===== src/hdl/keyed_latency_histogram_assert.svh =====
// Assertion macros for the keyed latency histogram.
// Included by the top level; expects clk and rst_n in scope.
`ifndef KEYED_LATENCY_HISTOGRAM_ASSERT_SVH
`define KEYED_LATENCY_HISTOGRAM_ASSERT_SVH

// Same-cycle implication, disabled in reset
`define KLH_ASSERT_NOW(label, ante, cons, msg) \
    label: assert property (@(posedge clk) disable iff (!rst_n) (ante) |-> (cons)) \
        else $error(msg);

// Next-cycle implication, disabled in reset
`define KLH_ASSERT_NEXT(label, ante, cons, msg) \
    label: assert property (@(posedge clk) disable iff (!rst_n) (ante) |=> (cons)) \
        else $error(msg);

`endif


===== src/hdl/klh_pkg.sv =====
// Package for the keyed latency histogram: sizes, codes, bucket bounds, states.
// No dependencies.
package klh_pkg;

    localparam int ENTRIES_DEF  = 32;
    localparam int NUM_BUCKETS  = 10;
    localparam int RESULT_LIMIT = 32;
    localparam int FREE_W       = 6;
    localparam int BKT_W        = 4;
    localparam int ROW_W        = 6;
    localparam int KEY_W        = 80;

    localparam logic CMD_REPORT  = 1'b0;
    localparam logic CMD_COLLECT = 1'b1;
    localparam logic KIND_ROW    = 1'b0;
    localparam logic KIND_FULL   = 1'b1;

    // Upper bounds of buckets 0..8, bucket 9 takes the rest
    localparam logic [31:0] BOUNDS [NUM_BUCKETS-1] = '{
        32'd5, 32'd10, 32'd20, 32'd50, 32'd100,
        32'd200, 32'd500, 32'd1000, 32'd2000
    };

    typedef enum logic [3:0] {
        ST_IDLE,
        ST_KRD,
        ST_KCMP,
        ST_UPRD,
        ST_UPWR,
        ST_ALLOC,
        ST_CSCAN,
        ST_CRD,
        ST_COUT
    } state_t;

endpackage


===== src/hdl/klh_bucket_sel.sv =====
// Latency classifier: compares a cost against the bucket bounds.
// Depends on klh_pkg.
module klh_bucket_sel (
    input  logic [31:0]               cost,
    output logic [klh_pkg::BKT_W-1:0] bucket
);

    // Lowest bound that holds the cost wins
    always_comb
    begin
        bucket = klh_pkg::BKT_W'(klh_pkg::NUM_BUCKETS - 1);
        for (int k = klh_pkg::NUM_BUCKETS - 2; k >= 0; k--)
        begin
            if (cost <= klh_pkg::BOUNDS[k])
            begin
                bucket = klh_pkg::BKT_W'(k);
            end
        end
    end

endmodule


===== config.mk =====
export PLATFORM = sky130hd
export DESIGN_NAME = klh_bucket_sel
export DESIGN_NICKNAME = d
export VERILOG_FILES = /design/src/hdl/keyed_latency_histogram_assert.svh /design/src/hdl/klh_pkg.sv /design/src/hdl/klh_bucket_sel.sv
export SDC_FILE = /design/constraint.sdc
export NUM_CORES = 1
export LEC_CHECK = 0
export BUFFER_PORTS_ARGS = -buffer_cell sky130_fd_sc_hd__buf_2
export CORE_AREA = 4 4 41 43
export DETAILED_ROUTE_END_ITERATION = 7
export DIE_AREA = 0 0 45 47
export GPL_TIMING_DRIVEN = 0
export PLACE_DENSITY_LB_ADDON = 0.12
export SLEW_MARGIN = 20
export SYNTH_ARGS = -nofsm -noshare
export SYNTH_HDL_FRONTEND = slang
export SYNTH_SLANG_ARGS = --single-unit

===== constraint.sdc =====
create_clock -name vclk -period 2.05
set_clock_uncertainty 0.2 [all_clocks]
set_input_delay 0.41 -clock vclk [all_inputs]
set_output_delay 0.41 -clock vclk [all_outputs]
set_load 0.1 [all_outputs]

; ---- Yosys cells after proc, flatten, opt, wreduce, memory -nomap -nowiden
; Cells that the tools add are included.
; Widths: inputs -> output; s select.
[classes]
magnitude_cmp = 9
n_mux = 9
[op_table]
columns = op, n
row1 = $le 32x10->1 const B, 1
row2 = $le 32x11->1 const B, 1
row3 = $le 32x3->1 const B, 1
row4 = $le 32x4->1 const B, 1
row5 = $le 32x5->1 const B, 1
row6 = $le 32x6->1 const B, 1
row7 = $le 32x7->1 const B, 1
row8 = $le 32x8->1 const B, 1
row9 = $le 32x9->1 const B, 1
row10 = $mux 4, 8
row11 = $mux 1, 1
[word_totals]
register_bits = 0
in_bits = 32
output_inout_bits = 4
wordCells = 18

; ---- Longest topological paths before layout
[logic_depth]
ltp_word = 10
depth_mapped = 6
mapped_depth_nobuf = 5

; ---- Least setup slack after synthesis
; No wires, ideal clock.
[synth_path]
kind = input port to output port
start = input port cost[31]
end = output port bucket[1] (netlist name)
arrival_ns = 3.673
t_required_ns = 1.440
slack_ns = -2.233
cell_stages = 3
path_buffers = 0
cell_sequence = or4_1 or4_4 a221oi_1
[synth_between]
elab_chain_cells = 9
word_cells_on_any_way = 16
cone_classes = 8 x order compare / 8 x mux
[synth_rtl]
columns = item, line_no
row1 = from (decl), klh_bucket_sel.sv:4  ; input logic [31:0] cost,
row2 = $le 32x10->1, klh_bucket_sel.sv:14  ; if (cost <= klh_pkg::BOUNDS[k])
row3 = $mux 4 (7 in a row), klh_bucket_sel.sv:14
row4 = $mux 4 (*), klh_bucket_sel.sv:14
row5 = to (decl), klh_bucket_sel.sv:5  ; output logic [klh_pkg::BKT_W-1:0] bucket
; Every way passes the cells marked *; elsewhere a longest branch is shown, timed or not.

; ---- Worst setup path after layout
[layout_path]
start = input port cost[7]
end = output port bucket[0] (netlist name)
[layout_between]
elab_chain_cells = 10
word_cells_on_any_way = 18
cone_classes = 9 x order compare / 9 x mux
[layout_rtl]
columns = item, line_no
row1 = $le 32x11->1, klh_bucket_sel.sv:14
row2 = $mux 1, klh_bucket_sel.sv:14
row3 = $mux 4 (7 in a row), klh_bucket_sel.sv:14
row4 = $mux 4 (*), klh_bucket_sel.sv:14
; Marks and branches as above.

==> Flow_metrics.wiki <==
{| class="wikitable"
! Metric !! Value
|-
| Status || complete, but fails checks
|-
| Violated checks || negative setup slack
|-
| Global placer's final weighted congestion || around 0.8
|-
| Last element of the critical path || bucket[0]
|-
| DP Area || 543 um^2
|-
| Number of failing setup endpoints in the final timing report || 4
|-
| Synthesized instance count || 44
|-
| Fraction of post-synthesis cell area in the top cell type by area || 10.0%
|-
| Final-layout clock buffer total || 0
|-
| CP Class || in -> out
|-
| Top achievable clock speed || between 300 and 400 MHz
|-
| Post-Layout Inst Area || 657 um^2
|-
| Required time of the critical path || 1.44 ns
|-
| Final core utilization || 50.5%
|-
| Antenna cell count || 0
|-
| DRT met1 WL || roughly 460 um
|-
| Yosys cell types || 29
|-
| Core area || approximately 1300 um^2
|-
| Initial antenna violation count || 0
|-
| Worst slew margin || between 70% and 80%
|-
| Endpoints failing hold || 0
|-
| Total via count after detailed routing || roughly 500
|-
| Critical Path Start || cost[7]
|-
| Global-route usage over all layers || a little over a tenth
|-
| Most frequently used cell type in the post-synthesis netlist || sky130_fd_sc_hd__nor4_1
|-
| Library cell with the largest summed area after synthesis || sky130_fd_sc_hd__nor4_1
|-
| Classification of the worst-slack hold path || in -> out
|-
| I/O pin total || 36
|-
| Die area || approximately 2100 um^2
|-
| Syn Area/Cell || 7.08 um^2
|-
| Total leakage power || roughly 0.0003 uW
|-
| Worst Path Max Fanout || 4
|-
| Worst ir drop on vdd || roughly 0.055 mV
|-
| Residual DRC || 0
|-
| Register area || 0 um^2
|-
| Commonest cells in the netlist || 5 x sky130_fd_sc_hd__nor4_1, 4 x sky130_fd_sc_hd__nand2_1, 3 x sky130_fd_sc_hd__o21ai_0
|-
| Met3 wirelength from detailed routing || around 110 um
|-
| Setup repair after global routing missed its margin || true
|-
| First-pass iteration count of the detailed router || 4
|-
| Overall routed net length || 1150 um
|-
| Min Hold Slack || approximately 1 ns
|-
| Top area cells in the synthesized netlist || sky130_fd_sc_hd__nor4_1 10%, sky130_fd_sc_hd__or4_4 7.2%, sky130_fd_sc_hd__nand3b_4 6.4%
|-
| Min cycle time layout || about 2.7 ns
|-
| Share of final-layout standard cells stronger than drive strength 1 || between 60% and 70%
|-
| Net count reported at finish || approximately 120
|-
| Maximum capacitance violations || 0
|-
| Number of max-slew violations in the final report || 0
|-
| Worst endpoint data arrival time || 2.06 ns
|-
| Pwr dens || about 120 nW/um^2
|-
| Area of the mapped netlist || roughly 310 um^2
|-
| Detailed Route Iter0 Violations || 2
|-
| Initial standard-cell utilization of the core || 23.9%
|-
| Vias in the first global route || approximately 460
|-
| First-pass GRT wire length || 1790 um
|-
| Area growth, synth to finish || 111%
|-
| Worst Max-Slew Pin Slew || around 0.44 ns
|-
| Routed wl met2 || slightly below 600 um
|-
| Highest routing layer actually used || met3
|-
| Number of buffers inserted for hold repair after clock tree synthesis || 0
|-
| Number of placement rows || 13
|-
| Yosys synthesis warning count || 0
|-
| Buffers on Ports || 34
|-
| Post-route setup slack || -0.618 ns
|-
| Dpl hpwl || between 900 and 1000 um
|-
| Antenna viol nets, final || 0
|-
| Number of vias per cell after detailed routing || roughly 5.2
|-
| Portion of the post-synthesis area used by sequential elements || 0%
|-
| Total gr overflow || 0
|-
| Maximum number of pins on one net before global-route repair || 9
|-
| Die extent in x || 45 um
|-
| Worst setup slack before clock tree synthesis || -0.890 ns
|-
| Kind of start point of the critical path || input pin
|-
| Post-DR wirelength/cell || 12.0 um
|-
| Height of the die || around 47 um
|-
| Critical Path Sink Type || output port
|-
| Synthesized net count || 76
|-
| Total number of sequential cells || 0
|-
| Fraction of the cycle the final worst path needs || 130%
|-
| Number of filler instances in the final layout || roughly 130
|}
[metrics by stage]
stage	cells	TNS [ns]	total power, uW
floorplan	44	-2.87	33.1
global placement	93	-3.11	74.3
detailed placement	93	-3.12	74.6
CTS	95	-2.35	80.4
global route	96	-2.51	90.9
finish	96	-2.35	81.4
[placed cells by master (no fill, tap or decap)]
master	count
sky130_fd_sc_hd__inv_1	1
sky130_fd_sc_hd__clkbuf_2	1
sky130_fd_sc_hd__nor4_1	4
sky130_fd_sc_hd__a311o_1	1
sky130_fd_sc_hd__nor2b_4	1
sky130_fd_sc_hd__or4_1	1
sky130_fd_sc_hd__o21ai_0	3
sky130_fd_sc_hd__a21oi_1	2
sky130_fd_sc_hd__buf_4	3
sky130_fd_sc_hd__and3_1	1
sky130_fd_sc_hd__nand2_1	4
sky130_fd_sc_hd__o21a_2	1
sky130_fd_sc_hd__mux2i_1	1
sky130_fd_sc_hd__a21o_1	1
sky130_fd_sc_hd__nand4_1	2
sky130_fd_sc_hd__a211o_1	1
sky130_fd_sc_hd__buf_12	4
sky130_fd_sc_hd__o2111ai_2	1
sky130_fd_sc_hd__o21ai_1	1
sky130_fd_sc_hd__nor2_1	2
sky130_fd_sc_hd__o31a_1	1
sky130_fd_sc_hd__o21a_1	1
sky130_fd_sc_hd__or4_4	2
sky130_fd_sc_hd__o41ai_1	1
sky130_fd_sc_hd__nor3_1	1
sky130_fd_sc_hd__o21ai_4	1
sky130_fd_sc_hd__nor4_2	1
sky130_fd_sc_hd__a221oi_4	1
sky130_fd_sc_hd__nand3b_1	1
sky130_fd_sc_hd__o311a_1	1
sky130_fd_sc_hd__buf_2	27
sky130_fd_sc_hd__a221oi_2	1
sky130_fd_sc_hd__buf_6	4
sky130_fd_sc_hd__o311ai_1	1
sky130_fd_sc_hd__nand3b_4	1
[critical path, cell delays in order]
cell	delay, ns
sky130_fd_sc_hd__buf_6	0.10
sky130_fd_sc_hd__or4_4	0.54
sky130_fd_sc_hd__a311o_1	0.37
sky130_fd_sc_hd__o21ai_1	0.20
sky130_fd_sc_hd__a221oi_2	0.10
sky130_fd_sc_hd__o21ai_4	0.16
sky130_fd_sc_hd__buf_12	0.19
[logic make-up after synthesis]
| group | after synthesis | synth area share, % |
|---|---|---|
| buffers and inverters | 3 | 6.42 |
| AO/OA/AOI/OAI | 19 | 45.0 |
| AND/OR/NAND/NOR | 21 | 45.4 |
| multiplexers | 1 | 3.21 |
[report_power, final]
group          switching, uW  leakage (uW)  internal, uW
clock                      0             0             0
combinational           39.4      0.000294          42.0
sequential                 0             0             0
[routing by layer]
layer  vias to the layer above  GRT usage [%]
met3                         0          0.383
met2                        21           18.9
met1                       218           14.6
li1                        264              -
met4                         0              0
met5                         -              0
[worst min path at each step]
stage	from	end	depth (start not counted)
6_report	cost[27]	bucket[1]	4
3_5_place_dp	cost[27]	bucket[1]	4
4_1_cts	cost[27]	bucket[1]	4
3_3_place_gp	cost[26]	bucket[1]	4
5_1_grt	cost[27]	bucket[1]	4
2_1_floorplan	cost[26]	bucket[1]	2
[timing repair]
item	4_1_cts	5_1_grt
pin swaps	5	1
gates resized for setup	21	1
endpoints found under the hold margin	0	0
endpoints found under the setup margin	4	4
setup buffers	2	1
[area by class of cell]
cell class	instances	area (um^2)	area share, %
Timing Repair Buffer	37	272	41.3
Multi-Input combinational cell	41	347	52.8
Inverter	1	3.75	0.571
Buffer	2	16.3	2.48
Tap cell	15	18.8	2.86
Power figures use the tool's default switching activity.
