**config.mk**
```make
export PLATFORM = sky130hd
export DESIGN_NAME = klh_ram
export DESIGN_NICKNAME = d
export VERILOG_FILES = /design/src/hdl/keyed_latency_histogram_assert.svh /design/src/hdl/klh_ram.sv
export SDC_FILE = /design/constraint.sdc
export NUM_CORES = 1
export LEC_CHECK = 0
export ABC_AREA = 1
export BUFFER_PORTS_ARGS = -buffer_cell sky130_fd_sc_hd__buf_2
export CAP_MARGIN = 10
export CORE_UTILIZATION = 32
export DETAILED_ROUTE_END_ITERATION = 8
export MAX_ROUTING_LAYER = met4
export PLACE_DENSITY_LB_ADDON = 0.15
export SETUP_SLACK_MARGIN = 0.4
export SLEW_MARGIN = 20
export SYNTH_ARGS = -nofsm -noshare
export SYNTH_HDL_FRONTEND = slang
export SYNTH_SLANG_ARGS = --single-unit
```
**constraint.sdc**
```tcl
create_clock -name clk -period 2.9 [get_ports clk]
set_clock_uncertainty 0.05 [all_clocks]
set_input_delay 0 -clock clk [delete_from_list [all_inputs] [get_ports clk]]
set_output_delay 0 -clock clk [all_outputs]
set_load 0.02 [all_outputs]
```
**src/hdl/keyed_latency_histogram_assert.svh**
```systemverilog
// Assertion macros for the keyed latency histogram.
// Included by the top level; expects clk and rst_n in scope.
`ifndef KEYED_LATENCY_HISTOGRAM_ASSERT_SVH
`define KEYED_LATENCY_HISTOGRAM_ASSERT_SVH

// Same-cycle implication, disabled in reset
`define KLH_ASSERT_NOW(label, ante, cons, msg) \
    label: assert property (@(posedge clk) disable iff (!rst_n) (ante) |-> (cons)) \
        else $error(msg);

// Next-cycle implication, disabled in reset
`define KLH_ASSERT_NEXT(label, ante, cons, msg) \
    label: assert property (@(posedge clk) disable iff (!rst_n) (ante) |=> (cons)) \
        else $error(msg);

`endif

```
**src/hdl/klh_ram.sv**
```systemverilog
// Generic simple dual-port RAM: one write port, one registered read port.
// No dependencies.
module klh_ram #(
    parameter int WIDTH = 32,
    parameter int DEPTH = 32
) (
    input  logic                                 clk,
    input  logic                                 we,
    input  logic [(DEPTH > 1 ? $clog2(DEPTH) : 1)-1:0] waddr,
    input  logic [WIDTH-1:0]                     wdata,
    input  logic [(DEPTH > 1 ? $clog2(DEPTH) : 1)-1:0] raddr,
    output logic [WIDTH-1:0]                     rdata
);

    logic [WIDTH-1:0] mem_reg [DEPTH];
    logic [WIDTH-1:0] rdata_reg;

    always_ff @(posedge clk)
    begin
        if (we)
        begin
            mem_reg[waddr] <= wdata;
        end
        rdata_reg <= mem_reg[raddr];
    end

    assign rdata = rdata_reg;

endmodule

```
Word-level counts from Yosys, hierarchy flattened. Memory sizes are Yosys's and may differ from the RTL's. A register that Yosys moved wholly into a read port is not among the register bits. Index checks and enable logic that the tools add are counted.

Memories: 1. Output and inout port bits: 32. Input bits: 44. Bits in writable memories: 1024. Flip-flop bits (word level): 0.

Multiplexer cells: 2.

Memories: mem_reg (depth 32, bits a word 32, read ports 1, clocked after Yosys merged registers in 1, write ports 1, line klh_ram.sv:15) `logic [WIDTH-1:0] mem_reg [DEPTH];`.

Operator list (count): two-way mux 1 bit (2).

Longest topological paths before layout. Gate-level depths: netlist of the first run.

Word-level depth: 2. Depth in mapped cells: 12. Depth with buffers taken out: 9.

Least setup slack after synthesis of the first run. No wires, ideal clock.

Path kind: in2reg. Start: input port waddr[0] in the netlist's numbering. End: memory mem_reg[0][0] (enable). Arrival time: 1.655 ns. Slack: 0.774 ns. Stages: 3. Data required time: 2.429 ns. Path through: inv_1 nand3_1 nor2_1.

RTL lines: start, declared (line klh_ram.sv:9) `input logic [(DEPTH > 1 ? $clog2(DEPTH) : 1)-1:0] waddr,`; end, declared (line klh_ram.sv:15).

Straight into the memory's write port.

==> results of run 1 <==
## power groups by stage
stage	clock network, mW	logic [mW]	registers [mW]
6_report	13.9	2.11	17.1
5_1_grt	14.7	2.34	17.1
4_1_cts	14.2	2.15	17.1
3_5_place_dp	0	2.08	17.4
3_3_place_gp	0	2.08	17.4
2_1_floorplan	0	1.17	17.4
## layer usage
| metal | vias up | GRT usage |
|---|---|---|
| met5 | - | - |
| met4 | 0 | 0.0487 |
| met3 | 174 | 0.0281 |
| met2 | 602 | 0.313 |
| met1 | 13362 | 0.266 |
| li1 | 12594 | - |
## final cells by class
class	instances	area [um2]	share of cell area
Multi-Input combinational cell	2252	9670	0.198
Antenna cell	1	2.50	0.0000512
Tap cell	1755	2200	0.0450
Sequential cell	1056	31400	0.643
Clock inverter	40	310	0.00635
Timing Repair Buffer	226	2000	0.0409
Inverter	10	86.3	0.00177
Clock buffer	166	3180	0.0652
## critical path, delay by kind of cell
kind	cells	cell delay, ps
buffers and inverters	6	2470
AND/OR/NAND/NOR	6	430
## through the flow
stage / setup slack (ps) / hold WS, ps
3_3_place_gp: 823 / 372
5_1_grt: 421 / 46.9
2_1_floorplan: 774 / 48.9
4_1_cts: 403 / 2.19
3_5_place_dp: 812 / 369
6_report: 476 / -5.29
## Yosys cell counts
| cell | n | area (um2) |
|---|---|---|
| nand2_1 | 1440 | 5410 |
| edfxtp_1 | 1024 | 30700 |
| nand3_1 | 780 | 3900 |
| buf_2 | 83 | 415 |
| buf_6 | 66 | 743 |
| dfxtp_1 | 32 | 641 |
| nor2_1 | 32 | 120 |
| buf_4 | 24 | 180 |
| clkbuf_1 | 24 | 90.1 |
| buf_1 | 18 | 67.6 |
| inv_1 | 7 | 26.3 |
| buf_8 | 3 | 45.0 |
| inv_2 | 2 | 7.51 |
| inv_8 | 1 | 11.3 |
## how the worst max path moves through the flow
stage / slack, ps / to / from
finish: 480 / rdata[30]$_DFF_P_ / raddr[2]
global route: 420 / rdata[30]$_DFF_P_ / raddr[2]
CTS: 400 / rdata[30]$_DFF_P_ / raddr[2]
detailed placement: 810 / rdata[9]$_DFF_P_ / raddr[0]
global placement: 820 / rdata[7]$_DFF_P_ / raddr[0]
floorplan: 770 / mem_reg[0][0]$_DFFE_PP_ / waddr[0]
## repair_timing
| action | 4_1_cts | 5_1_grt |
|---|---|---|
| hold buffers | 43 | 0 |
| endpoints found under the hold margin | 1048 | 0 |
| setup endpoints to repair | 0 | 1 |
| gates resized for setup | 0 | 6 |
## cell families (layout without fill, tap and decap cells)
logic type / after synthesis / after routing / synth area share
DFF: 1056 / 1056 / 0.740
and+or+nand+nor: 2252 / 2252 / 0.222
other: 0 / 1 / 0
buffers and inverters: 228 / 442 / 0.0374
==> key figures, run 1 <==
CTS
  – CTS clock-pin slew for the worst setup and hold paths: 60 ps
  – Clock latency on the worst-skew pair: 700 ps
  – CTS max path bufs: 3
  – CTS sink count: 1056
  – CTS tree: done
  – H-tree depth reported by CTS: 3
  – CTS Root Cell: clkbuf_16
  – TritonCTS buffer count: 115
  – # Post-CTS Setup Buffers: 0

Synth
  – Total number of yosys warnings: 0
  – Syn_nets: 3580
  – Post-synthesis cell area: 42400 um2
  – Average cell area after synthesis: 12.0 um2
  – Seq/Total Area, Yosys: 0.740
  – Post-synthesis cell type count: 14
  – Post-synthesis cell count: 3536
  – Yosys reg bits: 1056

Worst hold path
  – Hold Crit Start: raddr[1]
  – Hold EP: rdata[9]$_DFF_P_
  – Worst hold path type: input pin to register
  – WHS Path Cells: 8

Floorplanning
  – Core area: 131000 um2
  – Die Wd: 366 um
  – DIE HEIGHT: 366 um
  – Placement Rows: 133
  – Io pins: 76
  – Full die area: 134000 um2
  – Initial core utilization: 0.323

Pwr
  – Switching share of power: 0.229
  – Sw Pwr: 7.56 mW
  – Gate power share: 0.064
  – VDD IR max: 0.000506 V
  – Pwr Total: 33.1 mW
  – Power per cell area: 677 nW/um2
  – Cell-internal power: 25.5 mW
  – Clock power share: 0.420
  – Sequential share of power: 0.516
  – P_leak: 17.7 nW

Finish
  – Max reg flops: 1024
  – Fin cells: 5506
  – Post-layout nets: 3705
  – Final Util: 0.371
  – Design area: 48800 um2
  – Commonest non-fill, non-tap cell in the layout: nand2_1
  – Syn-to-layout area delta: 15.2%
  – Most frequent cells in the layout: nand2_1, edfxtp_1, nand3_1, clkbuf_16, buf_4
  – Share of cells above drive strength 1: 0.0963
  – Fillers: 12797

Drt
  – Final wirelength: 129 mm
  – Met3 Wirelength: 5.52 mm
  – DR vias/cell: 4.86
  – Post-DRT Antenna Nets: 0
  – Met1 WL: 59.2 mm
  – First-pass iteration count of the detailed router: 5
  – DR WL/cell: 23.5 um
  – Drt drc: 0
  – Uppermost routed layer: met4
  – First DRT Iteration DRCs: 2000
  – Met2 wire len: 61.4 mm
  – Vias: 26732

Critical path
  – Crit-path most repeated cell: nand2_1
  – R2R Path Start: mem_reg[31][30]$_DFFE_PP_
  – Critical Path RT: 3420 ps
  – Worst Path Max Fanout: 36
  – CP cell instances: dlygate4sd3_1 > buf_12 > clkinv_8 > buf_12 > nand3_1 > nand2_1 > nand2_1 > nand2_1 > nand2_1 > dlygate4sd3_1 > nand2_1 > dlygate4sd3_1
  – Reg2Reg Depth: 10
  – Worst EP arrival: 2940 ps
  – CP Class: input pin to register
  – CP startpoint kind: input pin
  – Max incr delay on CP: 590 ps
  – Register-to-register path setup slack: 700 ps
  – CP endpoint kind: register
  – End of the worst register-to-register path: rdata[30]$_DFF_P_
  – Slowest CP cell: dlygate4sd3_1

Placement
  – Placed insts: 5256
  – DP HPWL: 67.9 mm
  – IO buf count: 75
  – GPL Wtd Cong: 0.752
  – Dpl cell area: 44900 um2

Timing
  – Fin crit share: 0.836
  – Max-slew headroom: 0.402
  – Min Hold Slack: -5.29 ps
  – Tmin final: 2420 ps
  – Slew Limit Fails: 0
  – Setup TNS: 0 ps
  – FMAX: 413 MHz
  – RSZ-0062 raised after global routing: no
  – Final Hold Viols: 1
  – Worst-Margin Slew: 894 ps
  – Final setup viols: 0

Global route
  – Total congestion overflow: 0
  – Gr usage total: 0.197
  – First-pass GRT wire length: 189 mm
  – Largest net degree at the start of global routing: 151
  – Vias in the first global route: 26419
  – Initial antenna violation count: 1

Outcome
  – Status: finished, violations left
  – Failing checks: hold timing

Flow run
  – Max-Cap Viols: 0
Note: power is estimated with default switching activity, not from simulation.
==> inputs of run 2 (changes only) <==
==> constraint.sdc (replaced) <==
create_clock -name clk -period 2.1 [get_ports clk]
set_clock_uncertainty 0.05 [all_clocks]
set_input_delay 0 -clock clk [delete_from_list [all_inputs] [get_ports clk]]
set_output_delay 0 -clock clk [all_outputs]
set_load 0.02 [all_outputs]
==> key figures, run 2 (synthesis gave the netlist of run 1 again) <==
Critical path
  – End of the worst register-to-register path: rdata[20]$_DFF_P_ (was rdata[30]$_DFF_P_)
  – Cell depth of the worst setup path: 1 (was 12)
  – R2R Path Start: mem_reg[21][20]$_DFFE_PP_ (was mem_reg[31][30]$_DFFE_PP_)
  – CP cell instances: buf_2 (was dlygate4sd3_1 > buf_12 > clkinv_8 > buf_12 > nand3_1 > nand2_1 > nand2_1 > nand2_1 > nand2_1 > dlygate4sd3_1 > nand2_1 > dlygate4sd3_1)
  – Max incr delay on CP: 580 ps (was 590 ps)
  – CP startpoint kind: register (was input pin)
  – Worst Path Max Fanout: 1 (was 36)
  – Slowest CP cell: dfxtp_1 (was dlygate4sd3_1)
  – Worst EP arrival: 1520 ps (was 2940 ps)
  – CP endpoint kind: primary output (was register)
  – Crit path buf inv count: 1 (was 6)
  – Crit path capture: rdata[18] (was rdata[30]$_DFF_P_)
  – Critical Path RT: 2050 ps (was 3420 ps)
  – Worst Setup SP: rdata[18]$_DFF_P_ (was raddr[2])
  – Register-to-register path setup slack: 800 ps (was 700 ps)
  – CP Class: register to primary output (was input pin to register)
  – Reg2Reg Depth: 8 (was 10)
  – Crit-path leading delay family: flip-flops (was buffers and inverters)

Flow run
  – Max-Cap Viols: 0 (unchanged)

Finish
  – Fillers: 12785 (was 12797)
  – Commonest non-fill, non-tap cell in the layout: nand2_1 (unchanged)
  – Max reg flops: 1024 (unchanged)
  – Post-layout nets: 3707 (was 3705)
  – Register area: 31400 um2 (unchanged)
  – Share of cells above drive strength 1: 0.102 (was 0.0963)
  – Final Util: 0.376 (was 0.371)
  – Multi-input gate area: 9680 um2 (was 9670 um2)
  – Syn-to-layout area delta: 16.6% (was 15.2%)
  – Most frequent cells in the layout: nand2_1, edfxtp_1, nand3_1, clkbuf_16, buf_2 (was nand2_1, edfxtp_1, nand3_1, clkbuf_16, buf_4)

CTS
  – H-tree depth reported by CTS: 3 (unchanged)
  – CTS sink count: 1056 (unchanged)
  – CTS tree: done (unchanged)
  – CTS Root Cell: clkbuf_16 (unchanged)
  – # Post-CTS Setup Buffers: 0 (unchanged)
  – CTS max path bufs: 3 (unchanged)
  – CTS clock-pin slew for the worst setup and hold paths: 60 ps (about the same)
  – Clock latency on the worst-skew pair: 700 ps (about the same)
  – TritonCTS buffer count: 114 (was 115)

Timing
  – Worst-Margin Slew: 839 ps (was 894 ps)
  – FMAX: 636 MHz
  – Max-slew headroom: 0.439 (was 0.402)
  – Min Hold Slack: -1.20 ps (was -5.29 ps)
  – Final setup viols: 0 (unchanged)
  – RSZ-0062 raised after global routing: no (unchanged)
  – Fin crit share: 0.748
  – Slew Limit Fails: 0 (unchanged)
  – Tmin final: 1570 ps
  – Final Hold Viols: 1 (unchanged)

Global route
  – Total congestion overflow: 0 (unchanged)
  – First-pass GRT wire length: 189 mm (about the same)
  – Vias in the first global route: 26303 (was 26419)
  – Gr usage total: 0.199 (was 0.197)
  – Initial antenna violation count: 2 (was 1)
  – Largest net degree at the start of global routing: 102 (was 151)

Floorplanning
  – Initial core utilization: 0.323 (unchanged)
  – Die Wd: 366 um (unchanged)
  – Io pins: 76 (unchanged)
  – Full die area: 134000 um2 (unchanged)
  – Core area: 131000 um2 (unchanged)
  – Placement Rows: 133 (unchanged)
  – DIE HEIGHT: 366 um (unchanged)

Drt
  – DR WL/cell: 23.6 um (was 23.5 um)
  – First-pass iteration count of the detailed router: 5 (unchanged)
  – DR vias/cell: 4.88 (was 4.86)
  – Post-DRT Antenna Nets: 0 (unchanged)
  – First DRT Iteration DRCs: 2320 (was 2000)
  – Drt drc: 0 (unchanged)
  – Final wirelength: 130 mm (was 129 mm)
  – Vias: 26905 (was 26732)

Pwr
  – Power per cell area: 927 nW/um2 (was 677 nW/um2)
  – VDD IR max: 0.000710 V (was 0.000506 V)
  – Pwr Total: 45.8 mW (was 33.1 mW)
  – P_leak: 17.9 nW (was 17.7 nW)

Outcome
  – Status: finished, violations left (unchanged)
  – Failing checks: hold timing (unchanged)

Placement
  – DP HPWL: 65.6 mm (was 67.9 mm)
  – GPL Wtd Cong: 0.735 (was 0.752)
  – IO buf count: 75 (unchanged)

Worst hold path
  – Worst hold path type: input pin to register (unchanged)
-- run 2: changes by cell type in the layout (fill, tap and decap cells not counted), moves of 2 or more --
| cell | previous run | this run |
|---|---|---|
| buf_12 | 28 | 68 |
| buf_4 | 81 | 48 |
| clkinv_2 | 8 | 16 |
| clkbuf_8 | 7 | 13 |
| clkbuf_1 | 42 | 37 |
| dlygate4sd3_1 | 43 | 39 |
| nand3_1 | 780 | 778 |
| nand3_2 | 0 | 2 |
-- run 2: where the power goes --
part,total [mW],internal (mW),leakage [nW],switching [mW]
sequential,23.6,23.4,9.49,0.134
clock,19.3,11.2,1.75,8.14
combinational,2.96,0.824,6.62,2.13
total,45.8,35.4,17.9,10.4
-- run 2: repair_timing --
action,4_1_cts,5_1_grt
endpoints found under the hold margin,1052,0
gates resized for setup,0,4
hold buffers,40,0
endpoints found under the setup margin,0,1
-- run 2: metal layers --
metal,part of all wire,vias up,global-route usage
met5,0,-,-
met4,0.017,0,0.0447
met3,0.044,137,0.0274
met2,0.48,560,0.320
met1,0.46,13591,0.267
li1,-,12617,-
-- run 2: stage by stage --
| step | setup slack [ps] | std cells | setup TNS [ps] | hold WS [ps] | cell area [um2] |
|---|---|---|---|---|---|
| floorplan | -26.5 | 3536 | -14770 | 48.9 | 42400 |
| global placement | 447 | 5263 | 0 | 366 | 45500 |
| detailed placement | 420 | 5263 | 0 | 369 | 45500 |
| CTS | 481 | 5516 | 0 | 1.12 | 49400 |
| global route | 415 | 5516 | 0 | 31.5 | 49400 |
| finish | 529 | 5517 | 0 | -1.20 | 49400 |
-- run 2: worst min path at each step --
stage | to | slack (ps) | startpoint | depth (start not counted)
floorplan | mem_reg[0][0]$_DFFE_PP_ | 50 | wdata[0] | 0
global placement | rdata[15] | 370 | rdata[15]$_DFF_P_ | 1
detailed placement | rdata[15] | 370 | rdata[15]$_DFF_P_ | 1
CTS | rdata[30]$_DFF_P_ | 1 | raddr[1] | 9
global route | rdata[26]$_DFF_P_ | 30 | raddr[2] | 8
finish | rdata[22]$_DFF_P_ | -1 | raddr[2] | 8
-- run 2: area by class of cell --
class	instances	area share
sequential	1056	0.635
inverter	10	0.00165
tap	1755	0.0444
antenna	2	0.000101
clock inverter	47	0.00714
multi-input combinational	2252	0.196
timing repair buffer	229	0.0507
clock buffer	166	0.0651
-- run 2: tightest hold or removal path, cell delays in order --
cell and delay [ps]:
buf_6 120, inv_6 130, nand3_1 120, nand2_1 50, nand2_1 100, nand2_1 60, nand2_1 50, nand2_1 40
